===== src/hdl/lru_read_cache_tags_defines.svh =====
// Assertion macros for the LRU read cache tag directory.
// Expects clk and rst in the scope where a macro is used.
`ifndef LRU_READ_CACHE_TAGS_DEFINES_SVH
`define LRU_READ_CACHE_TAGS_DEFINES_SVH

// Condition holds at every clock edge outside reset.
`define LRC_ASSERT_ALWAYS(lbl, cond, msg) \
  lbl: assert property (@(posedge clk) disable iff (rst) (cond)) else $error(msg);

// Antecedent at one edge implies consequent at the next.
`define LRC_ASSERT_NEXT(lbl, ante, cons, msg) \
  lbl: assert property (@(posedge clk) disable iff (rst) (ante) |=> (cons)) else $error(msg);

`endif


===== src/hdl/lrc_pkg.sv =====
// Shared types and constants for the LRU read cache tag directory.
// No dependencies.
`default_nettype none
package lrc_pkg;
  localparam int SLOTS_DEF      = 64;
  localparam int SLOT_BYTES_DEF = 4096;
  localparam int QUEUE_DEPTH    = 2;
  localparam int CFG_W          = 7;
  localparam int OP_W           = 2;
  localparam int LBA_W          = 64;
  localparam int LEN_W          = 32;
  localparam int CNT_W          = 32;
  localparam int STAT_W         = 2;

  typedef enum logic [OP_W-1:0] {
    OP_INSERT = 2'd0,
    OP_LOOKUP = 2'd1,
    OP_INVAL  = 2'd2,
    OP_CLEAR  = 2'd3
  } op_t;

  typedef enum logic [STAT_W-1:0] {
    ST_OK       = 2'd0,
    ST_MISS     = 2'd1,
    ST_OVERSIZE = 2'd2
  } status_t;

  typedef struct packed {
    op_t              op;
    logic [LBA_W-1:0] lba;
    logic [LEN_W-1:0] length;
    logic             oversize;
  } req_t;
endpackage
`default_nettype wire


===== src/hdl/lrc_front.sv =====
// Front end: accepts requests and classifies them (oversized inserts).
// Depends on lrc_pkg.
`default_nettype none
module lrc_front #(
  parameter int SLOT_BYTES = lrc_pkg::SLOT_BYTES_DEF
) (
  input  logic                      clk,
  input  logic                      rst,
  input  logic                      in_valid,
  output logic                      in_ready,
  input  logic [lrc_pkg::OP_W-1:0]  op,
  input  logic [lrc_pkg::LBA_W-1:0] lba,
  input  logic [lrc_pkg::LEN_W-1:0] length,
  output logic                      req_valid,
  input  logic                      req_ready,
  output lrc_pkg::req_t             req
);
  import lrc_pkg::*;

  assign in_ready = !req_valid || req_ready;

  always_ff @(posedge clk) begin
    if (rst) begin
      req_valid <= 1'b0;
    end else if (in_ready) begin
      req_valid <= in_valid;
    end
    if (in_valid && in_ready) begin
      req.op       <= op_t'(op);
      req.lba      <= lba;
      req.length   <= length;
      req.oversize <= (op_t'(op) == OP_INSERT) && (length > LEN_W'(SLOT_BYTES));
    end
  end
endmodule
`default_nettype wire


===== config.mk =====
export PLATFORM = sky130hd
export DESIGN_NAME = lrc_front
export DESIGN_NICKNAME = d
export VERILOG_FILES = /design/src/hdl/lru_read_cache_tags_defines.svh /design/src/hdl/lrc_pkg.sv /design/src/hdl/lrc_front.sv
export SDC_FILE = /design/constraint.sdc
export NUM_CORES = 1
export LEC_CHECK = 0
export ABC_AREA = 0
export CORE_MARGIN = 2
export CORE_UTILIZATION = 50
export CTS_CLUSTER_SIZE = 25
export DETAILED_ROUTE_END_ITERATION = 8
export DONT_BUFFER_PORTS = 1
export GPL_TIMING_DRIVEN = 1
export SLEW_MARGIN = 20
export SYNTH_ARGS = -nofsm -noshare
export SYNTH_HDL_FRONTEND = slang
export SYNTH_SLANG_ARGS = --single-unit

===== constraint.sdc =====
create_clock -name clk -period 5.7 [get_ports clk]
set_clock_uncertainty 0.05 [all_clocks]
set_input_delay 0.285 -clock clk [delete_from_list [all_inputs] [get_ports clk]]
set_output_delay 0.285 -clock clk [all_outputs]
set_load 0.005 [all_outputs]

==> reports/metrics.yaml <==
outcome:
  status: "complete, no violations"
sta:
  rsz0062_at_grt: "false"
  fin_tns_setup_ps: 0
  finalCritPeriodShare_pct: 31.3
  finalSetupViolations: 0
  timing.hold.ws_ps: 70.0
  drv_slew: 0
  clock.fmax_mhz: 560
  fin_ws_ps: 3910
  maxSlewHeadroom_pct: 59.0
  tightestPinTransition_ps: 614
  finalCriticalPeriod_ps: 1790
  hold_viol: 0
worst_setup_path:
  reg2reg_depth: 3
  r2r_slack_ps: 3910
  worstReg2RegStart: "req_valid$_SDFFE_PP0N_"
  path_max_fanout: 53
  startpoint_type: "register"
  arrival_ps: 1770
  crit-reg2reg-capture: "req[88]$_DFFE_PP_"
  cp-end-kind: "register"
  worstSetupPathType: "register to register"
  required_ps: 5680
global_route:
  antenna_found_initial: 0
  grt_max_degree: 100
  grt_pass1_vias: 1596
  grt_util_all_layers_pct: 18.7
  grt-ovfl-total: 0
  grt_pass1_wl_um: 8580
clocking:
  cts.clk_slew.worst_paths_ps: 90
  numCtsBuffers: 9
  cts_tree: "yes"
  clock_latency_ps: 350
  htree_levels: 3
  post_cts_resize_count: 0
  postCtsHoldBufs: 100
  post_cts_buffers: 0
  cts.sinks: 100
  cts_root_buf: "clkbuf_8"
  clock_path_buffers: 2
placement:
  pre_cts_ws_ps: 3820
  hpwl_um: 4060
  port-buffer-count: 0
  gp_congestion: 0.714
power:
  swShare_pct: 19.9
  pwr-share-seq_pct: 64.8
  finalPower_mw: 1.37
  clockPowerShare_pct: 29.4
  power_switching_uw: 272
  p_leak_nw: 1.50
  combPwrFrac_pct: 5.8
  intPower_mw: 1.09
  powerDensity_nw_per_um2: 310
  ir_drop_mv: 0.183
min_path:
  hold_end: "req[0]$_DFFE_PP_"
  min_from: "op[0]"
  min_path_cells: 1
  hold_path_class: "input port to register"
finish:
  multiInputGateArea_sq_um: 108
  antenna_cells_inserted: 0
  drive_gt1_share_pct: 7.69
  finalNetCount: 331
  fillers: 354
  regArea_sq_um: 2990
  area_growth_pct: 42.1
  finish.utilization_pct: 74.0
logic_synthesis:
  ys_seq_area_share_pct: 96.5
  synth_area_leaders: "edfxtp_1 96%, nor4_1 1.0%, dfxtp_1 0.65%, nor4_2 0.40%, or4_4 0.36%"
  synth_cells: 117
  yosysUniqueCellTypes: 15
  yosysWarnings: 0
  yosysMostFrequentCell: "edfxtp_1"
  ys_async_sr_fraction_pct: 0
  syn-cell-area_sq_um: 3100
  synth_ff_type: "edfxtp_1"
  synth_edf_count: 99
  synth_common_cells: "99 x edfxtp_1, 5 x nor4_1"
  syn_nets: 219
  yosysTopAreaCell: "edfxtp_1"
  synth-seq-cells: 100
  synth_area_per_cell_sq_um: 26.5
  synth_top_area_share_pct: 95.8
routing:
  drc: 0
  drtIter0Drc: 67
  ant_nets: 0
  drt_pass1_iterations: 4
  num_vias: 1579
  wl_per_cell_um: 21.5
  drt_wl_total_um: 6650
  vias_per_cell: 5.11
die:
  die_w_um: 82.8
  start_util_pct: 52.1
  rows: 28
  coreArea_sq_um: 5960
  die_h_um: 82.8
  boundaryPins: 203
  die_area_sq_um: 6850
job:
  maxCapViolCount: 0
[routing by layer]
layer	up-vias	GRT usage [%]	wire (um)
met1	733	18.5	2200
met5	-	0	0
met3	12	9.35	834
li1	703	-	-
met4	0	10.2	149
met2	131	31.8	3470
[flip-flops by register name, indices dropped and copies added (netlist names)]
name and count:
req 99, req_valid 1
[logic make-up after synthesis]
group,count (synthesis),share of synthesized area (%)
buf+inv,1,0.121
simple gates,13,2.82
compound gates,3,0.565
flops,100,96.5
[worst max-delay path, cell delays in order, from the launching register on]
cell and delay, ps:
dfxtp_1 340, nand2b_1 140, and2_4 570, buf_16 320
[power groups by stage]
stage               clock network (mW)  logic (mW)  registers [mW]
floorplan                            0      0.0150           0.896
global placement                     0      0.0184           0.902
detailed placement                   0      0.0197           0.903
CTS                              0.406      0.0753           0.886
global route                     0.437      0.0852           0.889
finish                           0.402      0.0791           0.885
[placed cells by master, fill, tap and decap left out, drive strengths merged, types with 3 or more instances in the layout]
| master | Yosys | final |
|---|---|---|
| edfxtp | 99 | 99 |
| dlygate4sd3 | 0 | 100 |
| nor4 | 6 | 6 |
| clkinvlp | 0 | 3 |
| clkbuf | 0 | 13 |
[metrics by stage]
step                std cells  cell area [sq um]
floorplan                 117               3100
global placement          192               3200
detailed placement        192               3200
CTS                       308               4380
global route              309               4410
finish                    309               4410
[final cells by class]
class | instances | area share [%]
Clock buffer | 13 | 3.60
Timing Repair Buffer | 101 | 23.3
Clock inverter | 3 | 0.511
Tap cell | 75 | 2.13
Multi-Input combinational cell | 16 | 2.44
Inverter | 1 | 0.0852
Sequential cell | 100 | 67.9
[how the worst max path moves through the flow]
stage / slack (ps) / start / cells after the start / endpoint
detailed placement: 3820 / req_valid$_SDFFE_PP0N_ / 2 / req[58]$_DFFE_PP_
finish: 3910 / req_valid$_SDFFE_PP0N_ / 3 / req[88]$_DFFE_PP_
CTS: 3790 / req_valid$_SDFFE_PP0N_ / 2 / req[88]$_DFFE_PP_
global route: 3820 / req_valid$_SDFFE_PP0N_ / 3 / req[88]$_DFFE_PP_
floorplan: 2440 / req_ready / 2 / req[0]$_DFFE_PP_
global placement: 3870 / req_valid$_SDFFE_PP0N_ / 2 / req[64]$_DFFE_PP_
Note: power is estimated with default switching activity, not from simulation.
