===== config.mk =====
export PLATFORM = sky130hd
export DESIGN_NAME = lrc_queue
export DESIGN_NICKNAME = d
export VERILOG_FILES = /design/src/hdl/lru_read_cache_tags_defines.svh /design/src/hdl/lrc_pkg.sv /design/src/hdl/lrc_queue.sv
export SDC_FILE = /design/constraint.sdc
export NUM_CORES = 1
export LEC_CHECK = 0
export ABC_AREA = 1
export BUFFER_PORTS_ARGS = -buffer_cell sky130_fd_sc_hd__buf_4
export CORE_ASPECT_RATIO = 1.5
export CORE_UTILIZATION = 56
export CTS_CLUSTER_SIZE = 8
export DETAILED_ROUTE_END_ITERATION = 8
export PLACE_DENSITY_LB_ADDON = 0.08
export SYNTH_ARGS = -nofsm -noshare
export SYNTH_HDL_FRONTEND = slang
export SYNTH_SLANG_ARGS = --single-unit

===== constraint.sdc =====
create_clock -name clk -period 11.61 [get_ports clk]
set_input_delay 1.7415 -clock clk [delete_from_list [all_inputs] [get_ports clk]]
set_output_delay 1.7415 -clock clk [all_outputs]
set_load 0.03 [all_outputs]

===== src/hdl/lru_read_cache_tags_defines.svh =====
// Assertion macros for the LRU read cache tag directory.
// Expects clk and rst in the scope where a macro is used.
`ifndef LRU_READ_CACHE_TAGS_DEFINES_SVH
`define LRU_READ_CACHE_TAGS_DEFINES_SVH

// Condition holds at every clock edge outside reset.
`define LRC_ASSERT_ALWAYS(lbl, cond, msg) \
  lbl: assert property (@(posedge clk) disable iff (rst) (cond)) else $error(msg);

// Antecedent at one edge implies consequent at the next.
`define LRC_ASSERT_NEXT(lbl, ante, cons, msg) \
  lbl: assert property (@(posedge clk) disable iff (rst) (ante) |=> (cons)) else $error(msg);

`endif


===== src/hdl/lrc_pkg.sv =====
// Shared types and constants for the LRU read cache tag directory.
// No dependencies.
`default_nettype none
package lrc_pkg;
  localparam int SLOTS_DEF      = 64;
  localparam int SLOT_BYTES_DEF = 4096;
  localparam int QUEUE_DEPTH    = 2;
  localparam int CFG_W          = 7;
  localparam int OP_W           = 2;
  localparam int LBA_W          = 64;
  localparam int LEN_W          = 32;
  localparam int CNT_W          = 32;
  localparam int STAT_W         = 2;

  typedef enum logic [OP_W-1:0] {
    OP_INSERT = 2'd0,
    OP_LOOKUP = 2'd1,
    OP_INVAL  = 2'd2,
    OP_CLEAR  = 2'd3
  } op_t;

  typedef enum logic [STAT_W-1:0] {
    ST_OK       = 2'd0,
    ST_MISS     = 2'd1,
    ST_OVERSIZE = 2'd2
  } status_t;

  typedef struct packed {
    op_t              op;
    logic [LBA_W-1:0] lba;
    logic [LEN_W-1:0] length;
    logic             oversize;
  } req_t;
endpackage
`default_nettype wire


===== src/hdl/lrc_queue.sv =====
// Short request queue between front end and back end.
// Depends on lrc_pkg.
`default_nettype none
module lrc_queue #(
  parameter int DEPTH = lrc_pkg::QUEUE_DEPTH
) (
  input  logic          clk,
  input  logic          rst,
  input  logic          wr_valid,
  output logic          wr_ready,
  input  lrc_pkg::req_t wr_data,
  output logic          rd_valid,
  input  logic          rd_ready,
  output lrc_pkg::req_t rd_data
);
  import lrc_pkg::*;

  localparam int PW = (DEPTH > 1) ? $clog2(DEPTH) : 1;
  localparam int CW = $clog2(DEPTH + 1);

  req_t          entries [DEPTH];
  logic [PW-1:0] wr_ptr;
  logic [PW-1:0] rd_ptr;
  logic [CW-1:0] count;
  logic          push;
  logic          pop;

  assign wr_ready = (count != CW'(DEPTH));
  assign rd_valid = (count != '0);
  assign rd_data  = entries[rd_ptr];
  assign push     = wr_valid && wr_ready;
  assign pop      = rd_valid && rd_ready;

  always_ff @(posedge clk) begin
    if (rst) begin
      wr_ptr <= '0;
      rd_ptr <= '0;
      count  <= '0;
    end else begin
      if (push) begin
        wr_ptr <= (wr_ptr == PW'(DEPTH - 1)) ? '0 : wr_ptr + 1'b1;
      end
      if (pop) begin
        rd_ptr <= (rd_ptr == PW'(DEPTH - 1)) ? '0 : rd_ptr + 1'b1;
      end
      if (push && !pop) begin
        count <= count + 1'b1;
      end else if (pop && !push) begin
        count <= count - 1'b1;
      end
    end
    if (push) begin
      entries[wr_ptr] <= wr_data;
    end
  end
endmodule
`default_nettype wire


==> impl_results.md, run 1 <==
- Routability congestion estimate: roughly 0.68
- M3 GR Usage: 0.0570
- Outcome: finished, final reports clean
- First-pass DRT Iterations: 4
- Nature of the critical path endpoint: output port
- I/O Pins: around 200
- Compound-cell area share of the yosys netlist: 0.00270
- Crit path top cell by count: buf_4
- Synth Flop Type: edfxtp_1
- Setup ws final: 7.29 ns
- Slowest stage cell, crit path: buf_4
- GR met2 Demand/Resource: 0.341
- Post-CTS Setup Inserts: 0
- Post-Syn Instances: 345
- Worst setup SP type: register
- Diode count: 0
- Hold WC Path Type: reg2reg
- Die W: 95.9 um
- Total gr overflow: 0
- Fmax: 231 MHz
- Worst-Skew Late Latency: between 0.5 and 0.6 ns
- Share of layout cells above drive strength 1: 0.570
- Crit path required time: approximately 10 ns
- Synth Warn #: 0
- Hpwl dp: 8560 um
- GR peak layer: met2
- Worst Setup Path Type: reg2out
- DRT antenna net count: 0
- Skew final: 0.0153 ns
- First-pass GRT wire length: about 20000 um
- Synth top cells by count: edfxtp_1 (198), mux2_2 (89), mux2_4 (10)
- All-Layer GR Usage: 0.194
- Area leader, netlist: edfxtp_1
- Area growth, synth to finish: 33.9%
- Initial antenna violation count: 0
- Worst path max stage delay: about 0.83 ns
- Combinational family with the most area after synthesis: multiplexers
- Vias post-DR: approximately 3800
- First DRT Iteration DRCs: between 100 and 150
- Multiplexer share of the synthesized area: 0.155
- Tmin final: 4.32 ns
- Leakage: 3.75 nW
- Xor/xnor share of the synthesized area: 0
- Chip height: 143 um
- Power Density: 237 nW/um2
- Clock power share: 0.313
- Synthesized cell area: 7410 um2
- Unrepaired setup endpoints after global routing: no
- Pin count of the biggest net entering global routing: 77
- TritonCTS Buffers: 29
- Logic pwr share: 0.279
- Seq/Total Area, Yosys: 0.816
- Remaining DRCs: 0
- PostCTS Resize Cnt: 0
- Site row count: 51
- Wirelength per Cell: 18.0 um
- Switch Pwr: 0.699 mW
- Fin Setup TNS: 0 ns
- Layout Nets: 675
- Die area: 13700 um2
- Post-synthesis adder-cell area fraction: 0.00169
- Unique cell type count in the Yosys netlist: 14
- IO Port Bufs: 203
- EDFF count, synth: 198
- Critical Path Fanout Max: 76
- Fin. max-slew vios: 0
- Worst EP arrival: 2.58 ns
- Final Hold Viols: 0
- Syn nets: 449
- Root buf cell: clkbuf_16
- CP Cell Sequence: buf_4 > mux2_2 > buf_4
- Post-synthesis async set-or-reset flop share: 0
- CTS H-tree depth: 1
- Total of max-cap violations: 0
- Worst-margin pin slew: 1.06 ns
- Fin crit share: 0.372
- CTS tree: yes
- Clk slew on worst S/H paths: roughly 0.050 ns
- Seq cells post-synth: 203
- Register share of total power: 0.408
- Internal power: 1.66 mW
- Via density: 5.08
- Slew HR: 0.291
- Final setup vio count: 0
- Max VDD drop: 151 uV
- Core area: 13000 um2
- Top cells by area, synth: edfxtp_1 (80%), mux2_2 (14%), mux2_4 (2.0%), dfxtp_1 (1.4%), buf_2 (0.54%)
- Worst slack at placement: 7.64 ns
- Share of the synthesized area in the top cell type: 0.802
- Syn Area/Cell: 21.5 um2
- Post-Synth Simple-Gate Area: 0.0103
- Clk buf depth: 3
- Hold slack: 0.503 ns
- Global-route track usage on met1: 0.220
- Sw Share: 0.297
- Initial Util: 0.572
- CTS Hold Bufs: 0
- Pwr Total: 2.36 mW
- Count leader, synth: edfxtp_1
- TritonCTS Sinks: roughly 200
- Total Wirelength: 13500 um
- Vias in the first global route: 4033
[per-layer routing]
metal,vias to the layer above,wire length [um]
li1,1807,-
met1,1839,5040
met2,151,7080
met3,26,1050
met4,0,327
met5,-,0
[final timing paths]
| path | startpoint | to | slack [ns] | cells after the start |
|---|---|---|---|---|
| worst max-delay path | register | rd_data[64] | 7.29 | 3 |
| worst min-delay path | rd_ptr | rd_ptr | 0.50 | 2 |
| worst max register to register | count[0] | entries[0][14] | 9.00 | 5 |
| worst min register to register | rd_ptr | rd_ptr | 0.50 | 2 |
[power groups by stage]
stage / clock [mW] / combinational (mW) / sequential [mW]
6_report: 0.737 / 0.658 / 0.961
5_1_grt: 0.779 / 0.695 / 0.970
4_1_cts: 0.752 / 0.667 / 0.962
3_5_place_dp: 0 / 0.663 / 0.976
3_3_place_gp: 0 / 0.653 / 0.969
2_1_floorplan: 0 / 0.444 / 0.973
[worst max-delay path: cells and delay by family (launching register included)]
kind                   cells  cell delay, ns
multiplexers               1            0.43
flip-flops                 1            0.54
buffers and inverters      2            1.00
[placed cells by master, fill, tap and decap left out, types with 4 or more instances in the layout]
cell type,count
buf_4,206
clkbuf_1,23
clkbuf_16,29
dfxtp_1,4
edfxtp_1,198
inv_1,8
mux2_2,89
mux2_4,10
nand2_1,9
nor2_1,5
[cell families (layout without fill, tap and decap cells)]
family | after synthesis | in the layout
AO/OA/AOI/OAI | 4 | 4
adder cells (fa/ha/maj) | 1 | 1
buffers and inverters | 19 | 267
flip-flops | 203 | 203
multiplexers | 99 | 99
AND/OR/NAND/NOR | 19 | 19
[sequential cells by signal (all words and copies together), names as in the netlist, named ones only]
name	flops
count	2
wr_ptr	1
rd_ptr	1
entries	198
[area by class of cell]
cell class	count	area (um2)
tap	159	199
clock buffer	52	812
multi-input combinational	123	1280
sequential	203	6050
fill	754	3030
timing repair buffer	206	1550
clock inverter	1	7.51
inverter	8	30.0
[per-stage QoR]
step	instance area, um2	utilization	instances
2_1_floorplan	7410	-	345
3_3_place_gp	9100	0.703	699
3_5_place_dp	9100	0.703	699
4_1_cts	9920	0.766	752
5_1_grt	9920	0.766	752
6_report	9920	0.766	752
Note: power is estimated with default switching activity, not from simulation.
==> run 2, diff against run 1 <==
--- a/config.mk
+++ b/config.mk
@@ -8,7 +8,7 @@
 export ABC_AREA = 1
 export BUFFER_PORTS_ARGS = -buffer_cell sky130_fd_sc_hd__buf_4
 export CORE_ASPECT_RATIO = 1.5
-export CORE_UTILIZATION = 56
+export CORE_UTILIZATION = 52
 export CTS_CLUSTER_SIZE = 8
 export DETAILED_ROUTE_END_ITERATION = 8
 export PLACE_DENSITY_LB_ADDON = 0.08
==> constraint.sdc (replaced) <==
create_clock -name clk -period 4.1 [get_ports clk]
set_input_delay 0.615 -clock clk [delete_from_list [all_inputs] [get_ports clk]]
set_output_delay 0.615 -clock clk [all_outputs]
set_load 0.03 [all_outputs]
==> run 2 against run 1 <==
  * Non-clock buffer count increased by 2
  * Wire length grew 0.69%
  * Total power grew to 2.8 times the previous value
  * Die area grew 7.6%
  * Register-to-register slack got worse by 7.1 ns
  * Critical path type unchanged
  * Largest cell class unchanged
  * Highest routed layer unchanged
==> impl_results.md, run 2 (synthesized netlist as in run 1, its figures left out) <==
- Fin Setup TNS: 0 ns
- Fin crit share: 0.730
- Diode count: 0
- Hold WC Path Type: in2reg
- Remaining DRCs: 0
- Max reg flops: 198
- Slowest stage cell, crit path: dfxtp_4
- Hpwl dp: 8720 um
- Pwr Total: 6.63 mW
- All-Layer GR Usage: 0.181
- TritonCTS Sinks: 203
- Fin. max-slew vios: 0
- Root buf cell: clkbuf_16
- Fmax: 334 MHz
- Via density: ~5
- Share of layout cells above drive strength 1: 0.582
- Layout Nets: approximately 680
- Worst-margin pin slew: 0.920 ns
- CP Cell Sequence: buf_12 > mux2_2 > buf_4
- Nature of the critical path endpoint: output port
- Vias post-DR: 3884
- Wirelength per Cell: roughly 18 um
- Post-CTS Setup Inserts: 0
- Total Wirelength: about 14000 um
- CTS tree: yes
- Initial Util: 0.530
- I/O Pins: 204
- DRT antenna net count: 0
- Most common cell after layout, fill and taps aside: buf_4
- Most flops, register: entries
- First-pass GRT wire length: ~20000 um
- Pin count of the biggest net entering global routing: 59
- Core area: 14000 um2
- Biggest regs: entries: 198 flops, count: 2 flops
- Die W: around 99 um
- Outcome: finished, final reports clean
- Clk slew on worst S/H paths: around 0.050 ns
- Skew final: 0.0132 ns
- Worst EP arrival: around 2.4 ns
- Total gr overflow: 0
- Leakage: roughly 3.8 nW
- # fillers: 899
- Worst-Skew Late Latency: 0.50 ns
- PostCTS Resize Cnt: 0
- Final setup vio count: 0
- Final Hold Viols: 0
- Routability congestion estimate: between 0.7 and 0.8
- Max VDD drop: 509 uV
- Die area: around 15000 um2
- Area growth, synth to finish: 34.6%
- Most frequent cells in the layout: buf_4 (205), edfxtp_1 (198), mux2_2 (89)
- Initial antenna violation count: 0
- CTS H-tree depth: 1
- Chip height: 148 um
- IO Port Bufs: 203
- Worst Setup Path Type: reg2out
- Critical Path Fanout Max: 58
- Power Density: 664 nW/um2
- First DRT Iteration DRCs: approximately 150
- TritonCTS Buffers: 29
- Worst setup SP type: register
- First-pass DRT Iterations: 4
- Worst path max stage delay: 0.90 ns
- Unrepaired setup endpoints after global routing: no
- Tmin final: 2.99 ns
- Clk buf depth: 3
- Slew HR: 0.385
- CTS Hold Bufs: 0
- Crit path required time: between 3 and 4 ns
- Site row count: 53
- Vias in the first global route: 4109
- Total of max-cap violations: 0
run 2: final timing paths:
kind	start	endpoint	slack [ns]	depth (start not counted)
max	register	rd_data[47]	1.11	3
min	wr_data[97]	entries[0][97]	0.29	1
min reg2reg	rd_ptr	register	0.53	2
max reg2reg	count[0]	entries[0][22]	1.94	5
run 2: stage by stage:
stage                     instance area, um2  setup WS (ns)  hold slack [ns]   util  cells
final                                   9970           1.11            0.292  0.713    776
after global routing                    9970          0.990            0.273  0.713    776
after CTS                               9970           1.08            0.273  0.713    776
after detailed placement                9200           1.61            0.516  0.657    734
after global placement                  9200           1.63            0.478  0.657    734
after floorplan                         7410          -1.37            0.465      -    345
run 2: power by group:
group | total, mW | internal (mW) | switching [mW]
clock network | 2.01 | 1.27 | 0.744
logic | 1.85 | 0.766 | 1.08
registers | 2.76 | 2.63 | 0.133
run 2: layout make-up:
cell class / instances / area [um2] / share of cell area
sequential: 203 / 6050 / 0.607
multi-input combinational: 123 / 1280 / 0.128
clock inverter: 1 / 7.51 / 0.000753
clock buffer: 41 / 771 / 0.0773
timing repair buffer: 208 / 1600 / 0.160
tap: 192 / 240 / 0.0241
inverter: 8 / 30.0 / 0.00301
run 2: critical path: cells and delay by family, from the launching register on:
family / cells / cell delay (ns)
buf+inv: 2 / 0.50
mux: 1 / 0.39
flops: 1 / 0.90
run 2: per-layer routing:
layer	vias up	track usage	part of all wire
met1	1880	0.203	0.35
met5	-	0	0
li1	1805	-	-
met4	0	0.0846	0.031
met2	169	0.316	0.54
met3	30	0.0545	0.079
